File: src/rtl/rrss_pkg.sv
`timescale 1ns / 1ps

package rrss_pkg;

	localparam int MAX_TASKS = 15;
	localparam int SLOTS     = 16;
	localparam int TASK_W    = 4;
	localparam int PTR_W     = TASK_W + 1;
	localparam int CTR_W     = 8;

	localparam logic [TASK_W-1:0] IDLE_TASK = '0;
	localparam logic [CTR_W-1:0]  CTR_READY = CTR_W'(1);

	localparam logic KIND_TICK = 1'b0;
	localparam logic KIND_SET  = 1'b1;

	typedef struct packed {
		logic             kind;
		logic [CTR_W-1:0] counter_value;
	} in_word_t;

	typedef struct packed {
		logic [TASK_W-1:0] running_task;
		logic              first_start;
	} out_word_t;

	typedef enum logic [1:0] {
		ST_IDLE,
		ST_WALK,
		ST_DECR,
		ST_FIN
	} state_t;

	typedef enum logic [1:0] {
		CMD_NONE,
		CMD_LOAD,
		CMD_DEC
	} bank_cmd_t;

	typedef struct packed {
		bank_cmd_t         cmd;
		logic [TASK_W-1:0] idx;
		logic [CTR_W-1:0]  value;
	} bank_op_t;

endpackage

File: src/rtl/round_robin_sleep_scheduler.sv
`timescale 1ns / 1ps

// Round-robin scheduler with per-task sleep counters: entry 0 is idle, tasks
// 1..task_count are user tasks. A tick word walks from the task after the last
// one run, decrementing sleepers, picks the first ready task (counter 1) and
// then decrements the sleepers it did not pass; with none ready, idle runs. A
// set word loads the current task's counter. One counter entry is visited per
// cycle through the single counter-bank port; a tick walks at most a full wrap
// of the n effective tasks (zero counting as one) before it finishes its
// decrement pass, and both word kinds wait while the output register stays
// full; in_ready is low until the word is done.
// A finished result sits in the output register while the next word is taken.
module round_robin_sleep_scheduler import rrss_pkg::*; (
	input  logic              clk,
	input  logic              arst_n,
	input  logic              cfg_valid,
	output logic              cfg_ready,
	input  logic [TASK_W-1:0] cfg_data,
	input  logic              in_valid,
	output logic              in_ready,
	input  in_word_t          in_data,
	output logic              out_valid,
	input  logic              out_ready,
	output out_word_t         out_data
);

	state_t            state_q, state_d;
	logic [TASK_W-1:0] task_count_q;
	logic [TASK_W-1:0] cur_q, last_q;
	logic [TASK_W-1:0] walk_q, walk_d, stop_q, stop_d;
	logic [PTR_W-1:0]  ptr_q, ptr_d;
	logic [TASK_W-1:0] res_idx_q, res_idx_d, res_last_q, res_last_d;
	logic              tick_q, tick_d;
	logic [SLOTS-1:0]  started_q;
	logic              out_valid_q;
	out_word_t         out_q;

	logic [TASK_W-1:0] n;
	logic [TASK_W-1:0] cur_init, last_init;
	logic [TASK_W-1:0] walk_nxt, decr_idx;
	logic              fin_load;
	logic              first;
	bank_op_t          bank_op;
	logic [CTR_W-1:0]  bank_rd;

	rrss_wait_bank u_bank (
		.clk     (clk),
		.arst_n  (arst_n),
		.op      (bank_op),
		.rd_data (bank_rd)
	);

	assign cfg_ready = 1'b1;
	assign in_ready  = (state_q == ST_IDLE);
	assign out_valid = out_valid_q;
	assign out_data  = out_q;

	// effective task count: zero acts as one, capped at MAX_TASKS
	always_comb begin
		if (task_count_q == '0) begin
			n = TASK_W'(1);
		end else if (task_count_q > TASK_W'(MAX_TASKS)) begin
			n = TASK_W'(MAX_TASKS);
		end else begin
			n = task_count_q;
		end
	end

	// walk start after clamping to a possibly shrunk task count
	always_comb begin
		cur_init  = (cur_q > n) ? n : cur_q;
		last_init = (last_q > n) ? n : last_q;
		if (cur_init == '0 && last_init != '0) begin
			cur_init = last_init;
		end
		if (last_init == '0) begin
			last_init = TASK_W'(1);
		end
	end

	assign walk_nxt = (walk_q == n) ? TASK_W'(1) : walk_q + TASK_W'(1);
	// decrement pass wraps through idle
	assign decr_idx = (ptr_q > {1'b0, n}) ? IDLE_TASK : ptr_q[TASK_W-1:0];
	assign first    = tick_q & ~started_q[res_idx_q];

	always_ff @(posedge clk or negedge arst_n) begin
		if (!arst_n) begin
			state_q <= ST_IDLE;
		end else begin
			state_q <= state_d;
		end
	end

	always_comb begin
		state_d       = state_q;
		walk_d        = walk_q;
		stop_d        = stop_q;
		ptr_d         = ptr_q;
		res_idx_d     = res_idx_q;
		res_last_d    = res_last_q;
		tick_d        = tick_q;
		fin_load      = 1'b0;
		bank_op.cmd   = CMD_NONE;
		bank_op.idx   = walk_nxt;
		bank_op.value = in_data.counter_value;
		case (state_q)
			ST_IDLE: begin
				if (in_valid) begin
					if (in_data.kind == KIND_SET) begin
						bank_op.cmd = CMD_LOAD;
						bank_op.idx = cur_q;
						res_idx_d   = cur_q;
						res_last_d  = last_q;
						tick_d      = 1'b0;
						state_d     = ST_FIN;
					end else begin
						walk_d  = cur_init;
						stop_d  = last_init;
						tick_d  = 1'b1;
						state_d = ST_WALK;
					end
				end
			end
			ST_WALK: begin
				bank_op.cmd = CMD_DEC;
				bank_op.idx = walk_nxt;
				if (bank_rd == CTR_READY) begin
					res_idx_d  = walk_nxt;
					res_last_d = walk_nxt;
					ptr_d      = {1'b0, walk_nxt} + PTR_W'(1);
					state_d    = ST_DECR;
				end else if (walk_nxt == stop_q) begin
					res_idx_d  = IDLE_TASK;
					res_last_d = stop_q;
					state_d    = ST_FIN;
				end else begin
					walk_d = walk_nxt;
				end
			end
			ST_DECR: begin
				if (ptr_q == {1'b0, stop_q}) begin
					state_d = ST_FIN;
				end else begin
					bank_op.cmd = CMD_DEC;
					bank_op.idx = decr_idx;
					ptr_d       = {1'b0, decr_idx} + PTR_W'(1);
				end
			end
			ST_FIN: begin
				if (!out_valid_q || out_ready) begin
					fin_load = 1'b1;
					state_d  = ST_IDLE;
				end
			end
			default: state_d = ST_IDLE;
		endcase
	end

	always_ff @(posedge clk or negedge arst_n) begin
		if (!arst_n) begin
			task_count_q <= TASK_W'(1);
			cur_q        <= IDLE_TASK;
			last_q       <= IDLE_TASK;
			started_q    <= SLOTS'(1);
			out_valid_q  <= 1'b0;
			tick_q       <= 1'b0;
		end else begin
			tick_q <= tick_d;
			if (cfg_valid && cfg_ready) begin
				task_count_q <= cfg_data;
			end
			if (fin_load) begin
				cur_q       <= res_idx_q;
				last_q      <= res_last_q;
				out_valid_q <= 1'b1;
				if (tick_q) begin
					started_q[res_idx_q] <= 1'b1;
				end
			end else if (out_ready) begin
				out_valid_q <= 1'b0;
			end
		end
	end

	always_ff @(posedge clk) begin
		walk_q     <= walk_d;
		stop_q     <= stop_d;
		ptr_q      <= ptr_d;
		res_idx_q  <= res_idx_d;
		res_last_q <= res_last_d;
		if (fin_load) begin
			out_q.running_task <= res_idx_q;
			out_q.first_start  <= first;
		end
	end

`ifndef ASSERT_OFF
	a_idle_never_first: assert property (@(posedge clk) disable iff (!arst_n)
		out_valid_q && out_q.first_start |-> out_q.running_task != IDLE_TASK)
		else $error("idle reported as first start");

	a_first_marks_started: assert property (@(posedge clk) disable iff (!arst_n)
		out_valid_q && out_q.first_start |-> started_q[out_q.running_task])
		else $error("first start without started flag");

	a_busy_after_accept: assert property (@(posedge clk) disable iff (!arst_n)
		in_valid && in_ready |=> !in_ready)
		else $error("accepted a word while busy");

	a_ptr_range: assert property (@(posedge clk) disable iff (!arst_n)
		state_q == ST_DECR |-> ptr_q <= PTR_W'(SLOTS))
		else $error("decrement pointer out of range");

	a_fin_waits: assert property (@(posedge clk) disable iff (!arst_n)
		state_q == ST_FIN && out_valid_q && !out_ready |=> state_q == ST_FIN)
		else $error("result dropped while output held");
`endif

endmodule

File: src/rtl/rrss_wait_bank.sv
`timescale 1ns / 1ps

module rrss_wait_bank import rrss_pkg::*; (
	input  logic             clk,
	input  logic             arst_n,
	input  bank_op_t         op,
	output logic [CTR_W-1:0] rd_data
);

	logic [CTR_W-1:0] wc_q [SLOTS];

	// read returns the value before this cycle's update
	assign rd_data = wc_q[op.idx];

	always_ff @(posedge clk or negedge arst_n) begin
		if (!arst_n) begin
			for (int i = 0; i < SLOTS; i++) begin
				wc_q[i] <= CTR_READY;
			end
		end else begin
			case (op.cmd)
				CMD_LOAD: wc_q[op.idx] <= op.value;
				// only sleeping counters move; ready and blocked stay put
				CMD_DEC: begin
					if (wc_q[op.idx] > CTR_READY) begin
						wc_q[op.idx] <= wc_q[op.idx] - CTR_W'(1);
					end
				end
				default: ;
			endcase
		end
	end

endmodule
File: config.mk
export PLATFORM = sky130hd
export DESIGN_NAME = round_robin_sleep_scheduler
export DESIGN_NICKNAME = d
export VERILOG_FILES = /design/src/rtl/rrss_pkg.sv /design/src/rtl/round_robin_sleep_scheduler.sv /design/src/rtl/rrss_wait_bank.sv
export SDC_FILE = /design/constraint.sdc
export NUM_CORES = 1
export LEC_CHECK = 0
export ABC_AREA = 1
export ABC_CLOCK_PERIOD_IN_PS = 7800
export BUFFER_PORTS_ARGS = -buffer_cell sky130_fd_sc_hd__clkbuf_2
export CAP_MARGIN = 10
export CORE_UTILIZATION = 45
export CTS_BUF_LIST = sky130_fd_sc_hd__clkbuf_4 sky130_fd_sc_hd__clkbuf_8 sky130_fd_sc_hd__clkbuf_16
export CTS_CLUSTER_DIAMETER = 30
export DETAILED_ROUTE_END_ITERATION = 7
export GPL_TIMING_DRIVEN = 0
export SYNTH_ARGS = -nofsm -noshare
export SYNTH_HDL_FRONTEND = slang
export SYNTH_HIERARCHICAL = 1
export SYNTH_SLANG_ARGS = --single-unit
File: constraint.sdc
create_clock -name clk -period 7.8 [get_ports clk]
set_input_delay 1.56 -clock clk [delete_from_list [all_inputs] [get_ports clk]]
set_output_delay 1.56 -clock clk [all_outputs]
set_load 0.01 [all_outputs]
After elaboration in Yosys (flattened, before gate mapping)
Index checks and enable logic that the tools add are counted.
{ "totals": {"inputBits": 18, "output_inout_bits": 8, "reg_bits": 186} }
{ "op_classes": {"eq_ne": 20, "n_lt_le_gt_ge": 9, "muxes": 54, "bitwise_logic": 5, "add_sub_neg": 4, "reduce_logical": 22} }
{ "op_table": {"columns": ["cell", "count"], "rows": [
  ["bitwise mux 128 bit", 2],
  ["case mux 128 bit (2 select lines)", 1],
  ["two-way mux 128 bit", 1],
  ["two-way mux 4 bit", 19],
  ["binary-select mux 8 bit (select 4 bit)", 1],
  ["demux 8 bit (select 4 bit)", 1],
  ["two-way mux 8 bit", 3],
  ["case mux 4 bit (2 select lines)", 3],
  ["two-way mux 5 bit", 4],
  ["case mux 6 bit (3 select lines)", 1],
  ["!= test 2 bit (second input constant)", 8],
  ["OR 16 bit", 1],
  ["zero test 4 bit", 3],
  ["two-way mux 2 bit", 6],
  ["adder 4 x 1 -> 5 bit (second input constant)", 2],
  ["case mux 5 bit (2 select lines)", 1],
  ["equality test 4 bit", 2],
  ["equality test 8 x 1 -> 1 bit (second input constant)", 1],
  ["> comparator 4 bit", 2],
  ["> comparator 8 x 1 -> 1 bit (second input constant)", 1],
  ["case mux 2 bit (4 select lines)", 1],
  ["AND reduction 4 bit", 2],
  ["nonzero test 2 bit", 4],
  ["subtractor 8 x 1 -> 8 bit (second input constant)", 1],
  ["27 further kinds", 43]
]} }

Logic depth before layout (Yosys ltp)
Gate-level depths: netlist of the first run.
{ "logic_depth": {"ltp_word": 16, "depth_mapped": 35} }

Modules after synthesis
Netlist of the first run, hierarchy kept.
{ "by_module_without_submodules": {"columns": ["module", "cells_per_inst", "n_inst", "area_each_um2", "seq_area_each_um2"], "rows": [
  ["rrss_wait_bank", 952, 1, 6781.5, 3223.1],
  ["round_robin_sleep_scheduler", 427, 1, 3519.6, 1584.0]
]} }

Worst setup path before layout of the first run
No wires, ideal clock.
{ "synth_path": {"path_type": "input to register", "startpoint": "input port in_valid", "endpoint": "register res_idx_q[0] (enable)", "setup_ps": 370, "required_time_ps": 7430, "path_buffers": 3, "cell_stages": 25, "t_arrival_ps": 4154, "slack_ps": 3277, "cell_sequence": "nand2_1 > inv_1 > nor2_1 > inv_1 > o22ai_1 > o21ai_0 > o21ai_1 > buf_6 > inv_4 > buf_2 > nand2_1 > nand2_1 > nand2_1 > nand2_1 > nand2_1 > nand2_1 > nor2_1 > inv_1 > nor4_1 > and3_1 > clkbuf_1 > inv_1 > nand3_4 > nand2_1 > nor3_2"} }
{ "synth_lines": {"columns": ["item", "line_no", "rtl"], "rows": [
  ["start: declaration", "round_robin_sleep_scheduler.sv:19", "input logic in_valid,"],
  ["end signal: assignment", "round_robin_sleep_scheduler.sv:189", "res_idx_q <= res_idx_d;"],
  ["end: declaration", "round_robin_sleep_scheduler.sv:32", "logic [TASK_W-1:0] res_idx_q, res_idx_d, res_last_q, res_last_d;"]
]} }

==> qor.yml, run 1 <==
status: "finished, final reports clean"
antennaDiodeCount: 0
cts_hold_buf: 0
relSlewSlack: 0.397
cts_tree: "done"
drtIter0Drc: 844
period_share: 0.692
hold_viol_final: 0
htree_levels: 4
via_per_inst: 5.32
synth_top_area_share: 0.345
cts.repair.resized: 0
rsz0062_at_grt: "no"
arrival_ns: 5.45
start_kind: "input pin"
worst_slew_pin_slew_ns: 0.902
clockBufferDepth: 2
endpoint_kind: "flop"
yosysWarnings: 6
final-setup-viol-count: 0
cts_sinks: 186
synth_area_leaders: "dfrtp_1 34%, nand2_1 22%, edfxtp_1 7.6%, dfstp_2 4.6%, o21ai_0 4.0%"
final_util: 0.514
syn_avg_cell_area_um2: 7.47
track_usage: 0.257
portBuffers: 24
yosysSeqAreaShare: 0.467
yosysMostFrequentCell: "nand2_1"
die_area_um2: 23500
yosys-top-cells-count: "598 x nand2_1, 142 x dfrtp_1, 95 x nor2_1"
core_um2: 22200
clockRootBuffer: "clkbuf_16"
maxCapViolCount: 0
first_global_vias: 8579
hold_class: "reg -> reg"
async_flop_share: 0.860
vias: 9121
worst-path-buf-inv: 6
start_util: 0.465
clock_latency_ns: 0.44
grt_pass1_wl_mm: 46.6
drt-wirelength-per-cell_um: 16.9
crit_chain: "clkbuf_2 -> nand2_1 -> nor2_1 -> inv_1 -> o22ai_1 -> o21ai_0 -> o21ai_1 -> inv_1 -> buf_1 -> nand2_1 -> nand2_1 -> nand2_1 -> nand2_1 -> nor2_1 -> inv_1 -> nor4_1 -> and3_1 -> clkbuf_1 -> nor2_1 -> a211oi_1"
cp_data_required_time_ns: 7.86
slowest_delay_ns: 0.73
grt_max_degree: 110
final_max_slew_viol_count: 0
netlist_area_um2: 10300
final.setup.tns_ns: 0
ioPinCount: 26
fin_crit_ns: 5.40
drc: 0
syn_to_final_growth_pct: 10.6
synth-edff-count: 26
yosys.area.top_type: "dfrtp_1"
post_cts_buffers: 0
drive_gt1_frac: 0.123
fin_skew_ns: 0.0174
ys_ff_latch: 186
path_clk_slew_ns: 0.07
drt_pass1_iterations: 5
globalplace.congestion: 0.937
critPathMaxFanout: 10
cts_buffers: 17
rows: 54
die_x_um: 153
worst_path_max_delay_cell: "a211oi_1"
post-dp-hpwl_mm: 21.4
path_delay_family: "simple AND/OR/NAND/NOR gates"
max_clock_freq_mhz: 185
die_h_um: 153
dpl_cell_area_um2: 10800
hold_ws_ns: 0.456
syn_inst: 1379
globalRoute.totalOverflow: 0
synth_flop_cell: "dfrtp_1"
crit_top_cell: "nand2_1"
ant_nets: 0
yosys.cell_types.count: 52
fin_nets: 1461
finalWirelength_mm: 29.1
final_cell_area_um2: 11400
synth_fp_nets: 1417
crit_type: "in -> reg"
antenna_found_initial: 0
==> flip-flops by register name (all words and copies together), names as in the netlist, 5 cells and up <==
signal,count
u_bank/wc_q,128
started_q,16
out_data,5
ptr_q,5
==> layer usage <==
metal / routed length [um] / GRT usage / part of all wire / vias up
met4: 497 / 0.0712 / 0.017 / 0
met3: 1860 / 0.0454 / 0.064 / 33
met5: 0 / 0 / 0 / -
li1: - / - / - / 4528
met1: 14300 / 0.378 / 0.49 / 4284
met2: 12400 / 0.387 / 0.43 / 276
==> worst reg2reg max path, stage by stage, from the launching register on <==
cell,delay [ns]
dfrtp_1,0.43
inv_2,0.17
nand2_2,0.09
nand2_2,0.15
ha_1,0.17
inv_1,0.04
a21oi_1,0.12
o21ai_1,0.08
a21oi_2,0.29
nand2_1,0.09
nor2_1,0.13
o21ai_0,0.10
o21ai_1,0.20
inv_1,0.22
buf_1,0.35
nand2_1,0.15
nand2_1,0.06
nand2_1,0.07
nand2_1,0.07
nor2_1,0.31
inv_1,0.10
nor4_1,0.27
and3_1,0.19
clkbuf_1,0.24
nor2_1,0.18
a211oi_1,0.74
==> kinds of logic after synthesis <==
group           Yosys count  synth area share
flops                   186             0.467
fa+ha+maj                20            0.0243
xor+xnor                  8           0.00753
compound gates          189             0.101
buf+inv                 149            0.0680
simple gates            826             0.332
other cells               1          0.000364
==> placed cells by master (no fill, tap or decap), types with 20 or more instances in the layout <==
| cell | instances |
|---|---|
| nand2_1 | 598 |
| dfrtp_1 | 142 |
| nor2_1 | 95 |
| o21ai_0 | 83 |
| inv_1 | 78 |
| o21ai_1 | 48 |
| nand3_1 | 47 |
| nand4_1 | 40 |
| buf_2 | 28 |
| edfxtp_1 | 26 |
| a21oi_1 | 25 |
| clkbuf_2 | 25 |
| nand2_2 | 22 |
| ha_1 | 20 |
==> layout make-up <==
cell class / count / area, um^2
sequential: 186 / 4810
fill: 2233 / 10800
clock buffer: 19 / 447
buffer: 65 / 383
multi-input combinational: 1044 / 4790
inverter: 84 / 318
timing repair buffer: 25 / 156
tap: 280 / 350
clock inverter: 13 / 135
==> final timing paths <==
kind | slack, ns | end | depth (start not counted) | from
setup / recovery | 2.40 | ptr_q[2] | 20 | in_data[8]
hold reg to reg | 0.46 | last_q[3] | 2 | res_last_q[3]
max in group asynchronous | 5.74 | u_bank/wc_q[61] | 2 | arst_n
min in group asynchronous | 1.08 | started_q[12] | 1 | arst_n
hold / removal | 0.46 | last_q[3] | 2 | res_last_q[3]
setup reg to reg | 2.42 | ptr_q[2] | 25 | task_count_q[2]
==> stage by stage <==
| stage | instances | worst slack (ns) |
|---|---|---|
| 2_1_floorplan | 1379 | 3.28 |
| 3_3_place_gp | 1683 | 2.04 |
| 3_5_place_dp | 1684 | 2.00 |
| 4_1_cts | 1716 | 2.44 |
| 5_1_grt | 1716 | 1.95 |
| 6_report | 1716 | 2.40 |
Power of run 1 is left out: the tool's default activity adds up to more than one toggle a clock period on the data nets, which glitch-free logic cannot reach.
==> run 2, diff against run 1 <==
--- a/config.mk
+++ b/config.mk
@@ -6,7 +6,7 @@
 export NUM_CORES = 1
 export LEC_CHECK = 0
 export ABC_AREA = 1
-export ABC_CLOCK_PERIOD_IN_PS = 7800
+export ABC_CLOCK_PERIOD_IN_PS = 4700
 export BUFFER_PORTS_ARGS = -buffer_cell sky130_fd_sc_hd__clkbuf_2
 export CAP_MARGIN = 10
 export CORE_UTILIZATION = 45
==> constraint.sdc (replaced) <==
create_clock -name clk -period 4.7 [get_ports clk]
set_input_delay 0.94 -clock clk [delete_from_list [all_inputs] [get_ports clk]]
set_output_delay 0.94 -clock clk [all_outputs]
set_load 0.01 [all_outputs]
==> qor.yml, run 2 (synthesis results as in run 1) <==
drc: 0
crit_top_cell: "nand2_1"
critPathMaxFanout: 7
grt_max_degree: 110
htree_levels: 4
max_clock_freq_mhz: 227
globalplace.congestion: 0.937
use_met3: 0.0448
clock_latency_ns: 0.44
cts_sinks: 186
final_cell_area_um2: 11800
drive_gt1_frac: 0.150
ant_nets: 0
cts_hold_buf: 0
final_common_cell: "nand2_1"
cp_data_required_time_ns: 5.02
grt_util_met1: 0.380
dpl_cell_area_um2: 10800
relSlewSlack: 0.405
drtIter0Drc: 824
final-setup-viol-count: 0
start_util: 0.465
rows: 54
reg_top3: "u_bank/wc_q: 128 flops, started_q: 16 flops"
syn_to_final_growth_pct: 14.1
grt_use_met2: 0.387
portBuffers: 24
arrival_ns: 4.72
endpoint_kind: "flop"
status: "finished, final reports clean"
largest_reg_flops: 128
cts_buffers: 17
hold_viol_final: 0
cts_tree: "done"
clockRootBuffer: "clkbuf_16"
maxCapViolCount: 0
ioPinCount: 26
clockBufferDepth: 2
fin_crit_ns: 4.40
finalWirelength_mm: 29.5
start_kind: "flop"
worst_path_max_delay_cell: "dfrtp_2"
busiest_layer: "met2"
track_usage: 0.258
post-dp-hpwl_mm: 21.4
drt_pass1_iterations: 5
first_global_vias: 8616
die_x_um: 153
antennaDiodeCount: 0
hold_ws_ns: 0.456
vias: 9144
worst_slew_pin_slew_ns: 0.883
fillers: 2200
final_max_slew_viol_count: 0
hold_class: "in -> async"
die_h_um: 153
final_cell_mix: "596 x nand2_1, 139 x dfrtp_1, 87 x nor2_1"
final.setup.tns_ns: 0
slowest_delay_ns: 0.44
globalRoute.totalOverflow: 0
crit_type: "reg -> reg"
fin_skew_ns: 0.0146
path_clk_slew_ns: 0.07
core_um2: 22200
die_area_um2: 23500
fin_nets: 1474
via_per_inst: 5.29
antenna_found_initial: 0
drt-wirelength-per-cell_um: 17.1
grt_pass1_wl_mm: 46.8
regMostFlops: "u_bank/wc_q"
period_share: 0.936
run 2: cell types whose count changed in the layout (fill, tap and decap cells not counted), moves of 4 or more:
cell,delta
nor2_4,+5
buf_6,+10
buf_4,+5
buf_2,-7
nor2_1,-8
clkbuf_4,+4
inv_1,-5
run 2: critical path, delay by kind of cell (launching register included):
kind	cells	cell delay, ns
DFF	1	0.44
AOI/OAI and AO/OA	5	0.58
buffers and inverters	8	1.05
adders and majority gates	2	0.32
and+or+nand+nor	18	1.87
run 2: path summary, 6_finish.rpt:
| path | startpoint | end | slack [ns] | cells after the start |
|---|---|---|---|---|
| max | task_count_q[1] | u_bank/wc_q[126] | 0.30 | 33 |
| min | arst_n | started_q[12] | 0.46 | 1 |
| max in group asynchronous | arst_n | u_bank/wc_q[13] | 3.27 | 2 |
| min in group clk | res_last_q[3] | last_q[3] | 0.46 | 2 |
| max reg2reg | task_count_q[1] | u_bank/wc_q[126] | 0.30 | 33 |
| min reg2reg | res_last_q[3] | last_q[3] | 0.46 | 2 |
run 2: what timing repair did:
action / CTS / global route
setup buffers: 3 / 8
setup endpoints to repair: 145 / 150
pin swaps: 2 / 5
gates cloned: 0 / 3
gates resized for setup: 18 / 51
run 2: layer usage:
metal | part of all wire | wire length, um
met1 | 0.49 | 14500
met2 | 0.43 | 12700
met3 | 0.062 | 1840
met4 | 0.018 | 537
met5 | 0 | 0
run 2: layout make-up:
cell class              count  area, um^2  area share
plain buffers              64         454      0.0386
clock buffers              19         447      0.0380
clock inverters            13         135      0.0115
inverters                  84         327      0.0278
multi-input cells        1045        4920       0.419
flip-flops and latches    186        4810       0.409
well taps                 280         350      0.0298
repair buffers             38         305      0.0260
run 2: stage by stage:
stage	worst slack [ns]	instances	utilization
after global placement	-0.611	1683	0.486
final	0.300	1729	0.530
after global routing	-0.0345	1729	0.530
after floorplan	0.642	1379	-
after detailed placement	-0.641	1684	0.488
after CTS	0.0259	1718	0.518
Power of run 2 is left out for the same reason.
